===== src/design/gradient_nonmax_suppression_top_assert.svh =====
// Assertion macros for the non-maximum suppression block.
`ifndef GRADIENT_NONMAX_SUPPRESSION_TOP_ASSERT_SVH
`define GRADIENT_NONMAX_SUPPRESSION_TOP_ASSERT_SVH

// Same-cycle implication, sampled on clk and off during reset.
`define GNMS_CHECK(label, ante, cons, msg) \
	label: assert property (@(posedge clk) disable iff (!arst_n) (ante) |-> (cons)) \
		else $error(msg);

// Next-cycle implication, sampled on clk and off during reset.
`define GNMS_CHECK_NEXT(label, ante, cons, msg) \
	label: assert property (@(posedge clk) disable iff (!arst_n) (ante) |=> (cons)) \
		else $error(msg);

`endif


===== src/design/gnms_pkg.sv =====
package gnms_pkg;

	localparam int MAX_WIDTH = 2048;
	localparam int MAG_BITS  = 9;
	localparam int GRAD_BITS = 9;
	localparam int ADDR_BITS = $clog2(MAX_WIDTH);
	localparam int ROW_BITS  = 12;
	localparam int COL_BITS  = 11;
	localparam int CFG_BITS  = 12;
	localparam int PROD_BITS = MAG_BITS + GRAD_BITS;

	localparam logic [CFG_BITS-1:0] DEFAULT_WIDTH  = CFG_BITS'(640);
	localparam logic [CFG_BITS-1:0] DEFAULT_HEIGHT = CFG_BITS'(480);
	localparam logic [CFG_BITS-1:0] MIN_DIM        = CFG_BITS'(3);

	// Bit positions of the result mask carried with each beat.
	localparam int RES_CENTER   = 0;
	localparam int RES_ROW_END  = 1;
	localparam int RES_LAST_ROW = 2;
	localparam int RES_CORNER   = 3;
	localparam int RES_COUNT    = 4;

	typedef enum logic [0:0] {
		CFG_FRAME_WIDTH  = 1'b0,
		CFG_FRAME_HEIGHT = 1'b1
	} cfg_reg_t;

	typedef logic [MAG_BITS-1:0]         mag_t;
	typedef logic signed [GRAD_BITS-1:0] grad_t;
	typedef logic [GRAD_BITS-1:0]        abs_t;
	typedef logic [PROD_BITS-1:0]        prod_t;

	typedef struct packed {
		mag_t  upper;
		mag_t  middle;
		grad_t gy;
		grad_t gx;
	} line_entry_t;

	typedef struct packed {
		logic [ROW_BITS-1:0]  row;
		logic [ROW_BITS-1:0]  row_m1;
		logic [COL_BITS-1:0]  col;
		logic [COL_BITS-1:0]  col_m1;
		logic [RES_COUNT-1:0] mask;
		logic                 border;
	} tag_t;

	typedef struct packed {
		logic force0;
		mag_t m;
		abs_t major;
		abs_t minor;
		mag_t g1;
		mag_t g2;
		mag_t g3;
		mag_t g4;
	} sel_t;

	typedef struct packed {
		logic  force0;
		prod_t pm;
		prod_t p1;
		prod_t p2;
		prod_t p3;
		prod_t p4;
	} prods_t;

endpackage


===== src/design/gnms_window.sv =====
module gnms_window (
	input  logic                  clk,
	input  logic                  en,
	input  gnms_pkg::line_entry_t line,
	input  gnms_pkg::mag_t        mag,
	input  logic                  border,
	output gnms_pkg::sel_t        sel_s2
);
	import gnms_pkg::*;

	mag_t  win1_q [3];
	mag_t  win2_q [3];
	grad_t held_gx_q;
	grad_t held_gy_q;
	sel_t  sel_q;
	sel_t  sel_d;

	function automatic abs_t mag_of(grad_t x);
		abs_t u;
		u = abs_t'(x);
		return u[GRAD_BITS-1] ? (~u + abs_t'(1)) : u;
	endfunction

	always_comb begin
		abs_t ax;
		abs_t ay;
		logic same;
		logic gx_pos;
		logic gy_pos;
		ax = mag_of(held_gx_q);
		ay = mag_of(held_gy_q);
		gx_pos = !held_gx_q[GRAD_BITS-1] && (held_gx_q != '0);
		gy_pos = !held_gy_q[GRAD_BITS-1] && (held_gy_q != '0);
		same = (gx_pos && gy_pos) || (held_gx_q[GRAD_BITS-1] && held_gy_q[GRAD_BITS-1]);
		sel_d.m = win2_q[1];
		sel_d.force0 = border || (win2_q[1] == '0) ||
			((held_gx_q == '0) && (held_gy_q == '0));
		if (ay > ax) begin
			sel_d.major = ay;
			sel_d.minor = ax;
			sel_d.g2 = win2_q[0];
			sel_d.g4 = win2_q[2];
			sel_d.g1 = same ? win1_q[0] : line.upper;
			sel_d.g3 = same ? mag : win1_q[2];
		end else begin
			sel_d.major = ax;
			sel_d.minor = ay;
			sel_d.g2 = line.middle;
			sel_d.g4 = win1_q[1];
			sel_d.g1 = same ? mag : line.upper;
			sel_d.g3 = same ? win1_q[0] : win1_q[2];
		end
	end

	always_ff @(posedge clk) begin
		if (en) begin
			win1_q[0] <= win2_q[0];
			win1_q[1] <= win2_q[1];
			win1_q[2] <= win2_q[2];
			win2_q[0] <= line.upper;
			win2_q[1] <= line.middle;
			win2_q[2] <= mag;
			held_gx_q <= line.gx;
			held_gy_q <= line.gy;
			sel_q <= sel_d;
		end
	end

	assign sel_s2 = sel_q;

endmodule


===== config.mk =====
export PLATFORM = sky130hd
export DESIGN_NAME = gnms_window
export DESIGN_NICKNAME = d
export VERILOG_FILES = /design/src/design/gradient_nonmax_suppression_top_assert.svh /design/src/design/gnms_pkg.sv /design/src/design/gnms_window.sv
export SDC_FILE = /design/constraint.sdc
export NUM_CORES = 1
export LEC_CHECK = 0
export ABC_CLOCK_PERIOD_IN_PS = 6050
export BUFFER_PORTS_ARGS = -buffer_cell sky130_fd_sc_hd__buf_2
export CAP_MARGIN = 20
export CORE_ASPECT_RATIO = 0.7
export CORE_UTILIZATION = 50
export CTS_CLUSTER_DIAMETER = 40
export CTS_CLUSTER_SIZE = 24
export DETAILED_ROUTE_END_ITERATION = 10
export GPL_TIMING_DRIVEN = 1
export PLACE_DENSITY = 0.85
export REMOVE_ABC_BUFFERS = 1
export SYNTH_ARGS = -nofsm -noshare
export SYNTH_HDL_FRONTEND = slang
export SYNTH_SLANG_ARGS = --single-unit

===== constraint.sdc =====
create_clock -name clk -period 6.05 [get_ports clk]
set_input_delay 0.605 -clock clk [delete_from_list [all_inputs] [get_ports clk]]
set_output_delay 0.605 -clock clk [all_outputs]
set_load 0.1 [all_outputs]

==> results.md <==
- The flow ran to the end, and the final reports show no timing, DRC or antenna violations.
- The total of fill cells in the finished design is 764.
- Summed over all cells, the static leakage comes to between 2 and 3 nW.
- The via count of the first global-routing pass is around 3300.
- Of the synthesized area, sequential elements account for just under 70%.
- The largest individual stage delay along the critical path comes from the cell or4_1.
- The HPWL reported at the end of detailed placement is slightly above 8000 um.
- The number of hold violations in the final report is 0.
- The number of nets still failing antenna checks after routing is 0.
- Entering global routing, the biggest net connects between 70 and 80 pins.
- Traced cell by cell, the critical path runs through or4_1 > o21ai_0 > xor2_1 > inv_1 > ha_1 > nand3_1 > a21o_1 > and3b_1 > buf_4 > nor2_2 > buf_4 > mux2_2.
- Using the TritonRoute via totals, the vias-per-cell ratio works out to between 5 and 6.
- The smallest setup slack after layout is 1.85 ns.
- In the final routed layout, each cell accounts on average for approximately 19 um.
- The clock tree synthesis step divided the H-tree into 4 levels.
- The total track usage is a little over a fifth.
- Across all hold checks on the routed design, the worst slack comes to about 0.37 ns.
- The final estimated routing congestion in global placement is roughly 0.9.
- The largest fanout of any net on the critical path is 15.
- The cell type contributing the most total cell area after synthesis is edfxtp_1.
- Yosys attributes the largest share of cell area to edfxtp_1, o211ai_2, nand2_1.
- The minimum clock period is 4.20 ns.
- The register bit count reported by yosys is about 130.
- The cell repeated most along the worst path is buf_4.
- The number of antenna violations at the first check in global routing came to 1.
- For this design the ratio of total power to cell area is 474 nW/um^2.
- The final wirelength is approximately 12000 um.
- The count of flip-flops with a built-in enable after synthesis is 127.
- The number of different library cells in the post-synthesis netlist is 39.
- The first global-routing pass estimated between 15000 and 20000 um of wire.
- The final setup skew is slightly below 0.007 ns.
- At the worst endpoint, the required time is about 6.2 ns.
- In this run the post-CTS setup repair buffer count came out at 0.
- In this run the biggest area consumer among cell types represents 69.6% of the synthesized area.
- The post-synthesis instance total is roughly 360.
- The path class of the lowest-slack min-delay path is input port to register.
- The worst voltage drop across the vdd grid is ~0.27 mV.
- The total of hold buffers inserted after clock tree synthesis is 0.
- The count of buffers added on input and output ports is 111.
- The row count is 31.
- Setup repair after global routing left no endpoint under its margin.
- In the routed design, unresolved DRC markers number 0.
- The post-place setup slack is 1.91 ns.
- After clock tree synthesis, the repair step resized 0 gates.
- Setup violations remaining at the end of the flow were counted as 0.
- The path type of the worst setup path is register to register.
- The routed layout has between 3000 and 4000 vias.
- The clock passes through at most 2 buffers.
- The largest single stage delay on the critical path is about 0.56 ns.
- The residual overflow from global routing is 0.
- The average instance in the mapped netlist occupies 15.4 um^2.
- STA classifies the critical path startpoint as a register.
- The async set or reset register ratio after synthesis is 0%.
- After routing the design area is between 6000 and 7000 um^2.
- Summing every instance area after synthesis gives ~5500 um^2.
- Leaving out fill and tap cells, the most frequent cell in the layout is edfxtp_1.
- The maximum operating frequency is 238 MHz.
- The max-slew headroom at the worst pin is 36.9%.
- The floorplan step defined a die boundary enclosing 11400 um^2.
- The number of DRC markers after the initial detailed-route iteration is between 400 and 500.
- The area growth from synthesis to layout is 21.1%.
- The clock latency reported for the late side of the worst-skew pair is about 0.4 ns.
- The CTS tree is yes.
- In this run the count of I/O pins placed on the die edge is between 100 and 150.
- Tracing the worst setup path back leads to its startpoint at held_gy_q[3].
- The total of max-cap violations is 0.
- For the pin with the worst max-slew slack, the measured transition is about 0.95 ns.
- STA classifies the critical path endpoint as a register.
- The clock drives approximately 130 sinks.
- The cell sitting at the root of the clock tree is a clkbuf_16.
- The placeable core region is about 11000 um^2.
- The post-route setup TNS is 0 ns.
- The startpoint of the worst hold path is line[17].
- The floorplan step set the die width to between 100 and 150 um.
- The final net count is around 520.
- The post-route total power is around 0.0031 W.
- The top cell types in the final layout, fill and taps aside, are edfxtp_1, buf_2, nand2_1.
- The yosys synthesis warning count is 0.
- The number of detailed-route iterations in the first pass is 7.
- The clock buffer count from CTS is 17.
- The final number of max-transition violations is 0.
- Data arrives at the worst endpoint at 4.35 ns.
- The dominant register cell in the synthesized netlist is edfxtp_1.
- After clock tree synthesis, the clock-pin slew on the worst setup and hold paths is about 0.05 ns.
- The worst register-to-register path begins at held_gy_q[3].
- In this run the cell area measured after placement is 6100 um^2.
- The count of antenna diodes in the layout is 0.
- Cells with a size suffix above 1 make up 36.7% of the layout.
- The vertical die dimension is 89.6 um.
- Once the floorplan was initialized, standard cells occupied 52.1% of the core.
- The post-route fraction of the period consumed by the critical path is a little under 70%.
-- where the power goes --
| part | internal [W] | switching (W) | leakage [nW] |
|---|---|---|---|
| Clock | 0.000556 | 0.000355 | 0.252 |
| Combinational | 0.000215 | 0.000846 | 1.11 |
| Sequential | 0.00112 | 0.0000513 | 1.25 |
-- worst paths after layout --
| check | slack [ns] | cells after the start | end |
|---|---|---|---|
| max | 1.85 | 12 | sel_s2[21] |
| min | 0.37 | 1 | held_gy_q[8] |
| max reg2reg | 1.85 | 12 | sel_s2[21] |
| min reg2reg | 0.44 | 0 | win1_q[0][21] |
-- cells in the mapped netlist, types with 2 or more instances --
master and number:
a21o_1 2, a21oi_1 6, buf_2 6, buf_4 9, buf_6 3, clkbuf_1 7, edfxtp_1 127, ha_1 11
inv_1 12, mux2_1 9, mux2_2 9, mux2i_1 16, nand2_1 44, nand3_1 4, nor2_1 4, nor2b_1 2
nor3_1 5, nor4_1 2, o211ai_1 18, o211ai_2 18, o21ai_0 6, o21ai_1 3, o31ai_1 4, or3_1 3
xnor2_1 3, xor2_1 10
-- sequential cells by signal, indices dropped and copies added, names as in the netlist --
| name | cells |
|---|---|
| win1_q | 19 |
| win2_q | 27 |
| held_gy_q | 9 |
| sel_s2 | 63 |
| held_gx_q | 9 |
-- area by class of cell --
cell class	instances	area, um^2	share of cell area, %
Clock inverter	12	97.6	1.47
Timing Repair Buffer	116	596	8.98
Inverter	12	45.0	0.679
Sequential cell	127	3810	57.5
Multi-Input combinational cell	191	1470	22.1
Clock buffer	19	433	6.52
Tap cell	148	185	2.79
-- critical path, delay by kind of cell, from the launching register on --
family                   cells  cell delay [ns]
AO/OA/AOI/OAI                2             0.38
multiplexers                 1             0.38
buffers and inverters        3             0.72
adder cells (fa/ha/maj)      1             0.32
flip-flops                   1             0.43
XOR/XNOR                     1             0.27
AND/OR/NAND/NOR              4             1.43
-- layer usage --
metal	vias up	routed length [um]	GRT usage (%)
met4	2	155	9.42
li1	1576	-	-
met1	1640	5470	28.7
met3	18	786	6.10
met5	-	13	0
met2	141	5310	33.9
-- kinds of logic after synthesis --
group	share of synthesized area, %
flip-flops	69.6
AND/OR/NAND/NOR	6.17
AO/OA/AOI/OAI	9.25
buffers and inverters	3.77
multiplexers	6.62
XOR/XNOR	2.08
adder cells (fa/ha/maj)	2.51
-- per-stage QoR --
step                util [%]  std cells
floorplan                  -        330
global placement        58.1        594
detailed placement      58.1        594
CTS                     63.1        625
global route            63.1        625
finish                  63.1        625
Note: power is estimated with default switching activity, not from simulation.
