===== src/design/gradient_nonmax_suppression_top_assert.svh =====
// Assertion macros for the non-maximum suppression block.
`ifndef GRADIENT_NONMAX_SUPPRESSION_TOP_ASSERT_SVH
`define GRADIENT_NONMAX_SUPPRESSION_TOP_ASSERT_SVH

// Same-cycle implication, sampled on clk and off during reset.
`define GNMS_CHECK(label, ante, cons, msg) \
	label: assert property (@(posedge clk) disable iff (!arst_n) (ante) |-> (cons)) \
		else $error(msg);

// Next-cycle implication, sampled on clk and off during reset.
`define GNMS_CHECK_NEXT(label, ante, cons, msg) \
	label: assert property (@(posedge clk) disable iff (!arst_n) (ante) |=> (cons)) \
		else $error(msg);

`endif


===== src/design/gnms_pkg.sv =====
package gnms_pkg;

	localparam int MAX_WIDTH = 2048;
	localparam int MAG_BITS  = 9;
	localparam int GRAD_BITS = 9;
	localparam int ADDR_BITS = $clog2(MAX_WIDTH);
	localparam int ROW_BITS  = 12;
	localparam int COL_BITS  = 11;
	localparam int CFG_BITS  = 12;
	localparam int PROD_BITS = MAG_BITS + GRAD_BITS;

	localparam logic [CFG_BITS-1:0] DEFAULT_WIDTH  = CFG_BITS'(640);
	localparam logic [CFG_BITS-1:0] DEFAULT_HEIGHT = CFG_BITS'(480);
	localparam logic [CFG_BITS-1:0] MIN_DIM        = CFG_BITS'(3);

	// Bit positions of the result mask carried with each beat.
	localparam int RES_CENTER   = 0;
	localparam int RES_ROW_END  = 1;
	localparam int RES_LAST_ROW = 2;
	localparam int RES_CORNER   = 3;
	localparam int RES_COUNT    = 4;

	typedef enum logic [0:0] {
		CFG_FRAME_WIDTH  = 1'b0,
		CFG_FRAME_HEIGHT = 1'b1
	} cfg_reg_t;

	typedef logic [MAG_BITS-1:0]         mag_t;
	typedef logic signed [GRAD_BITS-1:0] grad_t;
	typedef logic [GRAD_BITS-1:0]        abs_t;
	typedef logic [PROD_BITS-1:0]        prod_t;

	typedef struct packed {
		mag_t  upper;
		mag_t  middle;
		grad_t gy;
		grad_t gx;
	} line_entry_t;

	typedef struct packed {
		logic [ROW_BITS-1:0]  row;
		logic [ROW_BITS-1:0]  row_m1;
		logic [COL_BITS-1:0]  col;
		logic [COL_BITS-1:0]  col_m1;
		logic [RES_COUNT-1:0] mask;
		logic                 border;
	} tag_t;

	typedef struct packed {
		logic force0;
		mag_t m;
		abs_t major;
		abs_t minor;
		mag_t g1;
		mag_t g2;
		mag_t g3;
		mag_t g4;
	} sel_t;

	typedef struct packed {
		logic  force0;
		prod_t pm;
		prod_t p1;
		prod_t p2;
		prod_t p3;
		prod_t p4;
	} prods_t;

endpackage


===== src/design/gnms_compare.sv =====
module gnms_compare (
	input  logic           clk,
	input  logic           en_s2,
	input  gnms_pkg::sel_t sel_s2,
	input  logic           en_s3,
	output logic           dec_s4
);
	import gnms_pkg::*;

	prods_t prods_s3;
	logic   dec_q;
	abs_t   diff;

	assign diff = sel_s2.major - sel_s2.minor;

	always_ff @(posedge clk) begin
		if (en_s2) begin
			prods_s3.force0 <= sel_s2.force0;
			prods_s3.pm <= prod_t'(sel_s2.m) * prod_t'(sel_s2.major);
			prods_s3.p1 <= prod_t'(sel_s2.minor) * prod_t'(sel_s2.g1);
			prods_s3.p2 <= prod_t'(diff) * prod_t'(sel_s2.g2);
			prods_s3.p3 <= prod_t'(sel_s2.minor) * prod_t'(sel_s2.g3);
			prods_s3.p4 <= prod_t'(diff) * prod_t'(sel_s2.g4);
		end
	end

	logic [PROD_BITS:0] pm_ext;
	logic [PROD_BITS:0] sum_a;
	logic [PROD_BITS:0] sum_b;

	assign pm_ext = {1'b0, prods_s3.pm};
	assign sum_a = {1'b0, prods_s3.p1} + {1'b0, prods_s3.p2};
	assign sum_b = {1'b0, prods_s3.p3} + {1'b0, prods_s3.p4};

	always_ff @(posedge clk) begin
		if (en_s3) begin
			dec_q <= !prods_s3.force0 && (pm_ext >= sum_a) && (pm_ext >= sum_b);
		end
	end

	assign dec_s4 = dec_q;

endmodule


===== config.mk =====
export PLATFORM = sky130hd
export DESIGN_NAME = gnms_compare
export DESIGN_NICKNAME = d
export VERILOG_FILES = /design/src/design/gradient_nonmax_suppression_top_assert.svh /design/src/design/gnms_pkg.sv /design/src/design/gnms_compare.sv
export SDC_FILE = /design/constraint.sdc
export NUM_CORES = 1
export LEC_CHECK = 0
export BUFFER_PORTS_ARGS = -buffer_cell sky130_fd_sc_hd__buf_2
export CAP_MARGIN = 10
export CORE_ASPECT_RATIO = 0.6
export CORE_MARGIN = 8
export CORE_UTILIZATION = 55
export DETAILED_ROUTE_END_ITERATION = 8
export PLACE_DENSITY = 0.75
export SLEW_MARGIN = 20
export SYNTH_ARGS = -nofsm -noshare
export SYNTH_HDL_FRONTEND = slang
export SYNTH_SLANG_ARGS = --single-unit

===== constraint.sdc =====
create_clock -name clk -period 6.7 [get_ports clk]
set_input_delay 1.34 -clock clk [delete_from_list [all_inputs] [get_ports clk]]
set_output_delay 1.34 -clock clk [all_outputs]
set_load 0.01 [all_outputs]

==> results.rst <==
.. list-table::
   :header-rows: 1

   * - Metric
     - Value
   * - Status
     - completed
   * - Post-synthesis sequential area ratio
     - 15.16%
   * - Slowest stage cell on the critical path
     - fa_2
   * - Total CTS buffers
     - 9
   * - Clock Latency Late Sink
     - 0.36 ns
   * - Starting Density
     - 55.99%
   * - Post-route setup TNS
     - 0 ns
   * - Die height
     - 157.0 microns
   * - Number of storage elements in the synthesis netlist
     - 92
   * - R2r startpoint
     - prods_s3[54]
   * - Final period utilization
     - 96.75%
   * - Total core area
     - 32,540 sq um
   * - Global-route wire length before repair
     - 72.43 mm
   * - Critical path class
     - in -> reg
   * - Arrival @ worst endpoint
     - 6.59 ns
   * - Vias in the first global route
     - 14,730
   * - Placed cell areas
     - 19,540 sq um
   * - Clock tree from TritonCTS
     - done
   * - Crit. End Element
     - flip-flop
   * - Worst ir drop on vdd
     - 0.0003766 V
   * - Number of failing setup endpoints in the final timing report
     - 0
   * - Mapped cell area
     - 18,220 sq um
   * - Power share of the clock group
     - 4.7%
   * - Commonest cells after routing, fill and taps aside
     - inv_1, ha_1, fa_1
   * - Largest family of logic cells by synthesized area
     - adder cells
   * - Fraction of synthesis flops using an asynchronous set or reset pin
     - 0%
   * - Main flop type after synthesis
     - edfxtp_1
   * - Row cnt
     - 51
   * - Complex-gate fraction of the synthesized area
     - 9.882%
   * - CTS H-tree lvls
     - 3
   * - Most common library cell in the layout ignoring fill and taps
     - inv_1
   * - Leakage power
     - 10.08 nW
   * - Placer congestion estimate
     - 0.9100
   * - Post-CTS Hold Fix Bufs
     - 0
   * - Warning count from the yosys run
     - 0
   * - Drt via density
     - 5.542
   * - Crit path largest cell delay
     - 0.58 ns
   * - Number of design-rule violations left by the first detailed-router iteration
     - 1,062
   * - Ratio of cells with drive above 1 in the final layout
     - 10.20%
   * - Critical path peak fanout
     - 5
   * - Cells taking the most area after synthesis
     - fa_1, ha_1, edfxtp_1
   * - Post-Route Skew
     - 0.01051 ns
   * - Syn Nets
     - 2,553
   * - Share of cell area taken by muxes after synthesis
     - 0%
   * - Post-route DRC
     - 0
   * - Xor-xnor portion of the synthesized cell area
     - 4.553%
   * - Combinational cell fraction of total power
     - 82.0%
   * - Number of sinks handled by clock tree synthesis
     - 92
   * - CP Capture Point
     - prods_s3[17]
   * - Switching share of power
     - 47.60%
   * - Timing startpoint of the critical path
     - sel_s2[45]
   * - Proportion of netlist area held by the largest area contributor
     - 27.80%
   * - Area added between synthesis and finish
     - 9.408%
   * - Relative slew slack
     - 52.19%
   * - Final cell utilization of the core
     - 61.25%
   * - Synth Area per Inst
     - 9.286 sq um
   * - Global routing usage on met3
     - 4.067%
   * - Final max-slew violation count
     - 0
   * - Horizontal die dimension
     - 251.0 microns
   * - Largest buffer count on any clock path
     - 2
   * - Nets
     - 2,644
   * - Final hold violation count
     - 0
   * - Power spent charging and discharging nets
     - 4.856 mW
   * - Number of instances in the synthesized netlist
     - 1,962
   * - Synthesized-area fraction occupied by adder cells
     - 46.41%
   * - Number of antenna violations at the first check in global routing
     - 1
   * - Path class of the lowest-slack min-delay path
     - reg -> reg
   * - Buf/Inv on CP
     - 6
   * - Internal Power
     - 5.346 mW
   * - Power per unit of standard cell area
     - 511.8 nW/um^2
   * - GRT Resource Usage Total
     - 22.73%
   * - Transition time at the pin with the least slew margin
     - 0.7172 ns
   * - Number of max-cap violations
     - 0
   * - EDFF count, synth
     - 92
   * - Startpoint Class
     - primary input
   * - Fillers
     - 2,699
   * - Count of cells along the worst register-to-register path
     - 16
   * - Finished Cell Area
     - 19,930 sq um
   * - DP Wirelength
     - 36.88 mm
   * - Wirelength, routed
     - 43.37 mm
   * - Clock-pin slew on the worst setup and hold paths
     - 0.07 ns
   * - Die Outline Area
     - 39,400 sq um
   * - Port bufs
     - 67
   * - Endpoint of the lowest-slack register-to-register path
     - dec_s4
   * - CP required
     - 6.81 ns
   * - Total power draw
     - 10.20 mW
   * - Io pins
     - 68
   * - M1 GR Usage
     - 31.20%
   * - Simple logic cell fraction of the synthesized area
     - 15.47%
   * - Largest net degree at the start of global routing
     - 57
   * - Distinct cell type count after synthesis
     - 61
   * - Wire per inst
     - 17.47 microns
   * - Met2 usage
     - 37.53%
   * - Cell family with the largest share of critical-path delay
     - adder cells
   * - Sequential fraction of design power
     - 13.3%
   * - Count of cell instances traversed by the critical path
     - 27
   * - DR vias
     - 13,760
   * - Maximum clock frequency
     - 154.3 MHz
   * - Final ANT Viol Nets
     - 0
   * - Clock period minus worst slack
     - 6.482 ns
   * - Number of iterations in the first detailed-routing pass
     - 6
   * - Clock Root Buffer
     - clkbuf_16
   * - Setup slack of the most critical reg-to-reg path
     - 2.42 ns
   * - Post-synth top area cell
     - fa_1
   * - Routing layer with the top usage in global route
     - met2
   * - Total global routing overflow
     - 0
layout make-up:
cell class / count / area [sq um] / area share [%]
clock buffers: 9 / 225.2 / 1.130
repair buffers: 137 / 919.6 / 4.613
multi-input cells: 1459 / 14110 / 70.79
inverters: 354 / 1329 / 6.666
flip-flops and latches: 92 / 2763 / 13.86
well taps: 424 / 530.5 / 2.661
diodes: 1 / 2.502 / 0.01255
clock inverters: 7 / 52.55 / 0.2636
logic make-up after synthesis:
kind of cell | after synthesis
AOI/OAI and AO/OA | 277
xor gates and xnor gates | 93
adders and majority gates | 524
buffers and inverters | 411
DFF | 92
and+or+nand+nor | 565
synth_stat cells, types with 3 or more instances:
cell,number
nand4_1,11
ha_1,271
nor2_1,35
o211ai_1,5
xnor2_1,56
o21ai_1,4
nor3_1,18
or2_2,5
o21bai_1,13
a21boi_0,3
and2_1,155
nand3_1,10
nand2_1,244
a21oi_1,90
a21o_1,36
a211oi_1,9
fa_1,253
clkbuf_1,50
buf_2,5
or3_1,7
a31oi_1,11
nor4_1,5
o21a_1,21
edfxtp_1,92
o21ai_0,50
nor2b_1,42
nand2b_1,23
xor2_1,35
inv_1,354
o31a_1,6
power by group through the flow:
stage,Sequential [mW],Clock (mW),Combinational [mW]
3_3_place_gp,1.36,0,7.74
2_1_floorplan,1.25,0,6.03
5_1_grt,1.36,0.511,9.46
6_report,1.36,0.485,8.36
4_1_cts,1.35,0.490,8.17
3_5_place_dp,1.36,0,8.11
tightest hold or removal path, cell delays in order, from the launching register on:
cell and delay [ns]:
edfxtp_1 0.33, nor3_1 0.04, o311ai_0 0.10, nor3_1 0.07, o2111ai_1 0.08, nor3_1 0.09
timing repair:
| action | in CTS | in global routing |
|---|---|---|
| setup endpoints to repair | 0 | 11 |
| buffers inserted | 0 | 2 |
| resized for setup | 0 | 24 |
stage by stage:
stage | setup slack [ns] | hold slack, ns | std cells
after global routing | -0.01967 | 0.9417 | 2483
after detailed placement | -0.3552 | 0.8650 | 2464
final | 0.2179 | 0.8771 | 2483
after floorplan | 0.007744 | 0.7411 | 1962
after global placement | -0.2172 | 0.8561 | 2464
after CTS | 0.003060 | 0.8904 | 2480
how the worst min path moves through the flow:
stage / start / endpoint / slack (ns) / cells after the start
6_report: prods_s3[90] / dec_s4 / 0.88 / 5
3_5_place_dp: prods_s3[90] / dec_s4 / 0.87 / 5
5_1_grt: prods_s3[90] / dec_s4 / 0.94 / 5
3_3_place_gp: prods_s3[90] / dec_s4 / 0.86 / 5
4_1_cts: prods_s3[90] / dec_s4 / 0.89 / 5
2_1_floorplan: prods_s3[90] / dec_s4 / 0.74 / 5
sequential cells by signal (all words and copies together), names as in the netlist:
signal and cells:
pm_ext 18, dec_s4 1, prods_s3 73
per-layer routing:
metal | up-vias | share of wire, %
met2 | 444 | 46
met5 | - | 0
li1 | 6496 | -
met3 | 50 | 7.1
met1 | 6770 | 45
met4 | 0 | 1.5
(Power assumes the default switching activity.)
