`config.mk`:
```
export PLATFORM = sky130hd
export DESIGN_NAME = gnms_emit
export DESIGN_NICKNAME = d
export VERILOG_FILES = /design/src/design/gradient_nonmax_suppression_top_assert.svh /design/src/design/gnms_pkg.sv /design/src/design/gnms_emit.sv
export SDC_FILE = /design/constraint.sdc
export NUM_CORES = 1
export LEC_CHECK = 0
export BUFFER_PORTS_ARGS = -buffer_cell sky130_fd_sc_hd__buf_4
export CORE_MARGIN = 3
export CORE_UTILIZATION = 47
export DETAILED_ROUTE_END_ITERATION = 10
export PLACE_DENSITY = 0.86
export SYNTH_ARGS = -nofsm -noshare
export SYNTH_HDL_FRONTEND = slang
export SYNTH_SLANG_ARGS = --single-unit
```
`constraint.sdc`:
```
create_clock -name clk -period 6.6 [get_ports clk]
set_input_delay 0.33 -clock clk [delete_from_list [all_inputs] [get_ports clk]]
set_output_delay 0.33 -clock clk [all_outputs]
set_load 0.05 [all_outputs]
```
`src/design/gradient_nonmax_suppression_top_assert.svh`:
```
// Assertion macros for the non-maximum suppression block.
`ifndef GRADIENT_NONMAX_SUPPRESSION_TOP_ASSERT_SVH
`define GRADIENT_NONMAX_SUPPRESSION_TOP_ASSERT_SVH

// Same-cycle implication, sampled on clk and off during reset.
`define GNMS_CHECK(label, ante, cons, msg) \
	label: assert property (@(posedge clk) disable iff (!arst_n) (ante) |-> (cons)) \
		else $error(msg);

// Next-cycle implication, sampled on clk and off during reset.
`define GNMS_CHECK_NEXT(label, ante, cons, msg) \
	label: assert property (@(posedge clk) disable iff (!arst_n) (ante) |=> (cons)) \
		else $error(msg);

`endif

```
`src/design/gnms_pkg.sv`:
```
package gnms_pkg;

	localparam int MAX_WIDTH = 2048;
	localparam int MAG_BITS  = 9;
	localparam int GRAD_BITS = 9;
	localparam int ADDR_BITS = $clog2(MAX_WIDTH);
	localparam int ROW_BITS  = 12;
	localparam int COL_BITS  = 11;
	localparam int CFG_BITS  = 12;
	localparam int PROD_BITS = MAG_BITS + GRAD_BITS;

	localparam logic [CFG_BITS-1:0] DEFAULT_WIDTH  = CFG_BITS'(640);
	localparam logic [CFG_BITS-1:0] DEFAULT_HEIGHT = CFG_BITS'(480);
	localparam logic [CFG_BITS-1:0] MIN_DIM        = CFG_BITS'(3);

	// Bit positions of the result mask carried with each beat.
	localparam int RES_CENTER   = 0;
	localparam int RES_ROW_END  = 1;
	localparam int RES_LAST_ROW = 2;
	localparam int RES_CORNER   = 3;
	localparam int RES_COUNT    = 4;

	typedef enum logic [0:0] {
		CFG_FRAME_WIDTH  = 1'b0,
		CFG_FRAME_HEIGHT = 1'b1
	} cfg_reg_t;

	typedef logic [MAG_BITS-1:0]         mag_t;
	typedef logic signed [GRAD_BITS-1:0] grad_t;
	typedef logic [GRAD_BITS-1:0]        abs_t;
	typedef logic [PROD_BITS-1:0]        prod_t;

	typedef struct packed {
		mag_t  upper;
		mag_t  middle;
		grad_t gy;
		grad_t gx;
	} line_entry_t;

	typedef struct packed {
		logic [ROW_BITS-1:0]  row;
		logic [ROW_BITS-1:0]  row_m1;
		logic [COL_BITS-1:0]  col;
		logic [COL_BITS-1:0]  col_m1;
		logic [RES_COUNT-1:0] mask;
		logic                 border;
	} tag_t;

	typedef struct packed {
		logic force0;
		mag_t m;
		abs_t major;
		abs_t minor;
		mag_t g1;
		mag_t g2;
		mag_t g3;
		mag_t g4;
	} sel_t;

	typedef struct packed {
		logic  force0;
		prod_t pm;
		prod_t p1;
		prod_t p2;
		prod_t p3;
		prod_t p4;
	} prods_t;

endpackage

```
`src/design/gnms_emit.sv`:
```
module gnms_emit (
	input  logic                          clk,
	input  logic                          arst_n,
	input  logic                          item_valid,
	input  gnms_pkg::tag_t                tag,
	input  logic                          dec,
	output logic                          free,
	output logic                          out_valid,
	input  logic                          out_ready,
	output logic [gnms_pkg::ROW_BITS-1:0] out_row,
	output logic [gnms_pkg::COL_BITS-1:0] out_column,
	output logic                          is_local_max,
	output logic                          last_of_run
);
	import gnms_pkg::*;

	logic [RES_COUNT-1:0] mask_q;
	logic [RES_COUNT-1:0] rest;
	logic [RES_COUNT-1:0] low;
	tag_t                 tag_q;
	logic                 dec_q;

	assign rest = mask_q & (mask_q - RES_COUNT'(1));
	assign low = mask_q & ~rest;
	assign free = (mask_q == '0) || (out_ready && (rest == '0));

	always_ff @(posedge clk or negedge arst_n) begin
		if (!arst_n) begin
			mask_q <= '0;
		end else if (free) begin
			mask_q <= item_valid ? tag.mask : '0;
		end else if (out_ready) begin
			mask_q <= rest;
		end
	end

	always_ff @(posedge clk) begin
		if (free && item_valid) begin
			tag_q <= tag;
			dec_q <= dec;
		end
	end

	assign out_valid = (mask_q != '0);
	assign out_row = (low[RES_CENTER] || low[RES_ROW_END]) ? tag_q.row_m1 : tag_q.row;
	assign out_column = (low[RES_CENTER] || low[RES_LAST_ROW]) ? tag_q.col_m1 : tag_q.col;
	assign is_local_max = low[RES_CENTER] && dec_q;
	assign last_of_run = (rest == '0);

endmodule

```
==> results of run 1 <==
-- cell type report --
type / instances / area [um^2]
clock inverters: 3 / 43.8
repair buffers: 83 / 626
fillers: 291 / 1290
flip-flops and latches: 51 / 1510
multi-input cells: 57 / 498
well taps: 50 / 62.6
clock buffers: 5 / 68.8
inverters: 3 / 11.3
-- registers in the layout, summed over array words and instances (netlist names) --
register	cells
dec_q	1
mask_q	4
tag_q	46
-- cell families after synthesis --
group	count (synthesis)
compound gates	17
fa+ha+maj	2
buf+inv	9
flops	51
mux	23
simple gates	15
-- through the flow --
step           util, %  setup WS [ns]
2_1_floorplan        -           1.73
3_3_place_gp      65.6           3.91
3_5_place_dp      65.6           3.80
4_1_cts           68.6           3.77
5_1_grt           68.6           3.59
6_report          68.6           3.83
-- timing repair --
action	in CTS	in global routing
hold buffers	1	0
endpoints found under the setup margin	0	0
hold endpoints to repair	4	0
-- worst paths after layout --
check	slack, ns	depth (start not counted)	to	from
max	3.83	4	tag_q[46]	mask_q[0]
min	0.20	1	tag_q[36]	tag[36]
max reg2reg	3.83	4	tag_q[46]	mask_q[0]
min reg2reg	0.67	2	mask_q[3]	mask_q[3]
max in group asynchronous	6.15	2	mask_q[1]	arst_n
min in group asynchronous	0.35	2	mask_q[3]	arst_n
-- worst reg2reg max path, stage by stage, from the launching register on --
cell and delay (ns):
dfrtp_1 0.52, nor2_2 0.69, nand2_1 0.20, o21ai_4 0.54
buf_4 0.47
-- power groups by stage --
stage	registers (W)	clock network, W	logic (W)
3_3_place_gp	0.000514	0	0.000817
4_1_cts	0.000515	0.000221	0.000834
2_1_floorplan	0.000508	0	0.000630
6_report	0.000515	0.000214	0.000826
3_5_place_dp	0.000523	0	0.000831
5_1_grt	0.000524	0.000233	0.000865
-- synth_stat cells, drive strengths merged (3+ instances only) --
cell	number	share of area, %
edfxtp	47	69
mux2	23	13
buf	6	2.2
o211ai	6	2.2
dfrtp	4	4.9
inv	3	0.55
nand2	3	0.55
nand3	3	0.73
nor2	3	0.67
o21ai	3	0.73
o31ai	3	1.1
-- routing by layer --
metal	share of wire (%)	global-route usage [%]
met1	39	20.4
met2	50	27.5
met3	10	5.54
met4	0.45	4.80
met5	0	0
-- layout by cell type, fill, tap and decap left out, types with 2 or more instances in the layout --
cell,synthesis,final
maj3_1,2,2
buf_4,1,82
nand2_1,3,3
dfrtp_1,4,4
nor2_1,2,2
edfxtp_1,47,47
a21oi_1,2,2
mux2_2,23,23
o211ai_1,6,6
o21ai_0,3,2
inv_1,3,3
clkbuf_8,0,5
o31ai_1,3,3
nand3_1,3,3
==> impl_metrics.py, run 1 <==
metrics = {
    "run_status": {
        "status": "finished, final reports clean",
    },
    "placed_design": {
        "gp_congestion": 0.824,
        "placed_area_mm2": 0.00270,
        "placedCellCount": 243,
        "portBuffers": 81,
        "dp_hpwl_um": 3100,
    },
    "setup_path": {
        "crit_path_start_kind": "flip-flop",
        "cp_top_family": "simple AND/OR/NAND/NOR gates",
        "slowest_delay_ns": 0.69,
        "arrival_ns": 2.73,
        "crit_chain": "nor2_2 -> nand2_1 -> o21ai_4 -> buf_4",
        "crit_buf_inv": 1,
        "crit_required_ns": 6.56,
        "critPathCaptureType": "flip-flop",
        "critical_path_class": "flip-flop to flip-flop",
        "path_max_fanout": 28,
        "critPathSlowestCell": "nor2_2",
    },
    "cells_and_area": {
        "drive_gt1_share_pct": 57.9,
        "antenna_cells": 0,
        "final_net_count": 257,
        "design_area_mm2": 0.00282,
        "instances_no_fill": 252,
        "syn_to_final_growth_pct": 37.3,
    },
    "power_and_ir_drop": {
        "pwr-share-clk_pct": 13.8,
        "p_switching_w": 0.000702,
        "finalPower_w": 0.00156,
        "combPwrFrac_pct": 53.1,
        "swShare_pct": 45.1,
        "power_density_mw_per_mm2": 551,
        "ir_drop_mv": 0.351,
        "internal_power_w": 0.000854,
        "seqPwrFrac_pct": 33.1,
        "p_leak_nw": 1.11,
    },
    "global_routing": {
        "grt_max_degree": 29,
        "antenna_found_initial": 0,
        "grt_pass1_wl_um": 6460,
        "grt_usage_pct": 16.5,
        "grt_remaining_overflow": 0,
        "first_global_vias": 1340,
    },
    "timing": {
        "hold_ws_ns": 0.199,
        "tns_ns": 0,
        "min_period_over_period_pct": 41.9,
        "post-route-min-period_ns": 2.77,
        "slew_viol_final": 0,
        "max_freq_mhz": 361,
        "finClkSkew_ns": 0.0110,
        "tightest_slew_ns": 1.04,
        "setup_viol": 0,
        "hold_violations": 0,
        "relSlewSlack_pct": 30.6,
        "grt_setup_unrepaired": "no",
    },
    "clocking": {
        "cts.clk_slew.worst_paths_ns": 0.10,
        "cts_max_level": 2,
        "cts_resized": 0,
        "cts_setup_buffers": 0,
        "root_buffer": "clkbuf_8",
        "clk_path_buf_depth": 2,
        "cts_sinks": 51,
        "cts_tree": "built",
        "clock_latency_ns": 0.30,
        "cts_buffers": 5,
    },
    "yosys": {
        "synthMuxAreaShare_pct": 12.6,
        "synthCells": 117,
        "synthXorXnorAreaFrac_pct": 0,
        "synth_top_flop_cell": "edfxtp_1",
        "synth-edff-count": 47,
        "postSynthNetCount": 173,
        "syn_avg_cell_area_um2": 17.6,
        "synth_simple_gate_area_share_pct": 4.38,
        "synth-adder-area-share_pct": 0.974,
        "syn-cell-area_mm2": 0.00205,
        "ys_seq_elements": 51,
        "synth_top_family_by_area": "multiplexers",
        "yosysSeqAreaShare_pct": 73.6,
        "synth_compound_area_share_pct": 5.72,
        "ys_types": 25,
        "synthArstFlopShare_pct": 7.84,
        "ys_warn_count": 0,
    },
    "die": {
        "die_h_um": 72.1,
        "die_w_um": 72.1,
        "rows": 23,
        "initial_core_util_pct": 49.9,
        "core_mm2": 0.00412,
        "die_area_mm2": 0.00520,
        "io_pins": 83,
    },
    "route": {
        "vias": 1331,
        "drtAntennaViolNets": 0,
        "drt-initial-drc-count": 112,
        "first_pass_iters": 4,
        "viasPerCell": 5.28,
        "avgRoutedWirePerCell_um": 16.7,
        "drc": 0,
        "totalWireLength_um": 4210,
    },
    "hold_path": {
        "min-delay-path-class": "input port to flip-flop",
    },
    "run": {
        "drv_cap": 0,
    },
}
Power figures use the tool's default switching activity.
==> run 2, diff against run 1 <==
Settings changed: CORE_UTILIZATION 47 to 43, PLACE_DENSITY 0.86 to 0.83.
Clock period 6.6 ns to 2.3 ns, I/O delays scaled along.
==> run 2 against run 1 <==
Routed wire length up 19%. Sequential power increased to 2.9 times the previous value. Largest power group unchanged. Critical path type is now flip-flop to output pin. Setup slack got worse by 3.5 ns. Non-clock buffer count grew 52. Sequential cell count is the same. First-iteration DRC count fell by 54%. Cell area rose by 18%. Cell count up 21%.
==> impl_metrics.py, run 2 (same netlist as run 1, synthesis figures left out) <==
metrics = {
    "cells_and_area": {
        "final_net_count": 309,
        "regArea_mm2": 0.00151,
        "utilization_pct": 74.3,
        "syn_to_final_growth_pct": 61.9,
        "instances_no_fill": 305,
        "final_cell_mix": "87 x buf_4, 48 x dlygate4sd3_1, 47 x edfxtp_1",
        "drive_gt1_share_pct": 47.8,
        "multi_input_comb_area_um2": 498,
        "antenna_cells": 0,
        "final_common_cell": "buf_4",
        "top_register": "tag_q",
        "largest_reg_flops": 46,
        "top_regs": "tag_q x46, mask_q x4, dec_q x1",
        "n_fill_cell": 248,
    },
    "global_routing": {
        "grt_pass1_wl_um": 7940,
        "antenna_found_initial": 0,
        "grt_remaining_overflow": 0,
        "first_global_vias": 1645,
        "grt_max_degree": 26,
        "grt_usage_pct": 19.4,
    },
    "setup_path": {
        "r2r_end": "tag_q[8]",
        "crit_path_start_kind": "flip-flop",
        "critPathCaptureType": "output pin",
        "cp-startpoint": "mask_q[1]",
        "arrival_ns": 1.90,
        "critPathCapture": "out_column[8]",
        "crit_required_ns": 2.18,
        "r2r_slack_ns": 0.47,
        "path_max_fanout": 11,
        "critical_path_class": "flip-flop to output pin",
        "timing.rr.start": "mask_q[2]",
        "worst-r2r-cell-count": 3,
    },
    "run": {
        "drv_cap": 0,
    },
    "power_and_ir_drop": {
        "seqPwrFrac_pct": 32.1,
        "pwr-share-clk_pct": 13.0,
        "ir_drop_mv": 1.20,
        "internal_power_w": 0.00255,
        "p_switching_w": 0.00203,
        "p_leak_nw": 1.33,
        "finalPower_w": 0.00459,
        "combPwrFrac_pct": 54.9,
        "swShare_pct": 44.3,
        "power_density_mw_per_mm2": 1380,
    },
    "timing": {
        "grt_setup_unrepaired": "no",
        "tightest_slew_ns": 0.356,
        "min_period_over_period_pct": 87.4,
        "hold_violations": 0,
        "setup_viol": 0,
        "post-route-min-period_ns": 2.01,
        "relSlewSlack_pct": 76.3,
        "tns_ns": 0,
        "finClkSkew_ns": 0.00533,
        "slew_viol_final": 0,
        "max_freq_mhz": 498,
    },
    "die": {
        "rows": 24,
        "initial_core_util_pct": 45.9,
        "die_area_mm2": 0.00564,
        "core_mm2": 0.00447,
        "die_h_um": 75.1,
        "io_pins": 83,
        "die_w_um": 75.1,
    },
    "placed_design": {
        "placedCellCount": 250,
        "gp_congestion": 0.869,
        "portBuffers": 81,
        "dp_hpwl_um": 2940,
    },
    "clocking": {
        "cts_resized": 0,
        "clk_path_buf_depth": 2,
        "cts.clk_slew.worst_paths_ns": 0.09,
        "cts_tree": "built",
        "clock_latency_ns": 0.30,
        "cts_buffers": 5,
        "hold_buffers": 48,
        "cts_setup_buffers": 0,
        "root_buffer": "clkbuf_8",
        "cts_sinks": 51,
        "cts_max_level": 2,
    },
    "route": {
        "totalWireLength_um": 5010,
        "drt-initial-drc-count": 51,
        "first_pass_iters": 4,
        "viasPerCell": 5.06,
        "avgRoutedWirePerCell_um": 16.4,
        "vias": 1543,
        "drc": 0,
        "drtAntennaViolNets": 0,
    },
    "hold_path": {
        "min_from": "out_ready",
        "hold_depth": 2,
        "min-delay-path-class": "input port to flip-flop",
    },
    "run_status": {
        "status": "finished, final reports clean",
    },
}
run 2: changes by cell type in the layout (fill, tap and decap cells not counted):
cell / before / now
buf_4: 82 / 87
clkinv_2: 1 / 0
clkinv_4: 1 / 0
clkinvlp_4: 0 / 1
dlygate4sd3_1: 1 / 48
run 2: power groups by stage:
stage               combinational (W)  sequential (W)  clock, W
global placement              0.00243         0.00147         0
CTS                           0.00253         0.00146  0.000603
finish                        0.00252         0.00147  0.000595
floorplan                     0.00183         0.00142         0
global route                  0.00265         0.00150  0.000657
detailed placement            0.00245         0.00149         0
run 2: critical path: stages, from the launching register on:
cell and delay [ns]:
dfrtp_1 0.52, inv_1 0.12, a21oi_1 0.17, buf_4 0.23, mux2_2 0.36, buf_4 0.19
run 2: worst min-delay path by stage:
| stage | to | slack, ns |
|---|---|---|
| after global placement | mask_q[0] | -0.09 |
| after floorplan | mask_q[0] | -0.18 |
| final | mask_q[0] | 0.07 |
| after CTS | mask_q[0] | 0.07 |
| after global routing | mask_q[0] | 0.07 |
| after detailed placement | mask_q[1] | -0.08 |
run 2: area by class of cell:
type / instances / share of cell area [%]
tap: 52 / 1.96
clock inverter: 2 / 1.13
sequential: 51 / 45.4
clock buffer: 5 / 2.07
multi-input combinational: 57 / 15.0
timing repair buffer: 135 / 34.1
inverter: 3 / 0.339
run 2: metal layers:
layer  GRT usage [%]  vias to the layer above  part of all wire, %
met5               0                        -                    0
met4            5.93                        0                  1.4
met3            6.94                        8                  7.7
met2            34.0                       72                   53
met1            22.2                      737                   37
li1                -                      726                    -
run 2: per-stage QoR:
stage | worst slack [ns] | area [um^2] | hold WS (ns)
floorplan | 0.0345 | 2070 | -0.181
global placement | 0.535 | 2740 | -0.0854
detailed placement | 0.497 | 2740 | -0.0849
CTS | 0.271 | 3330 | 0.0661
global route | 0.182 | 3330 | 0.0694
finish | 0.290 | 3330 | 0.0677
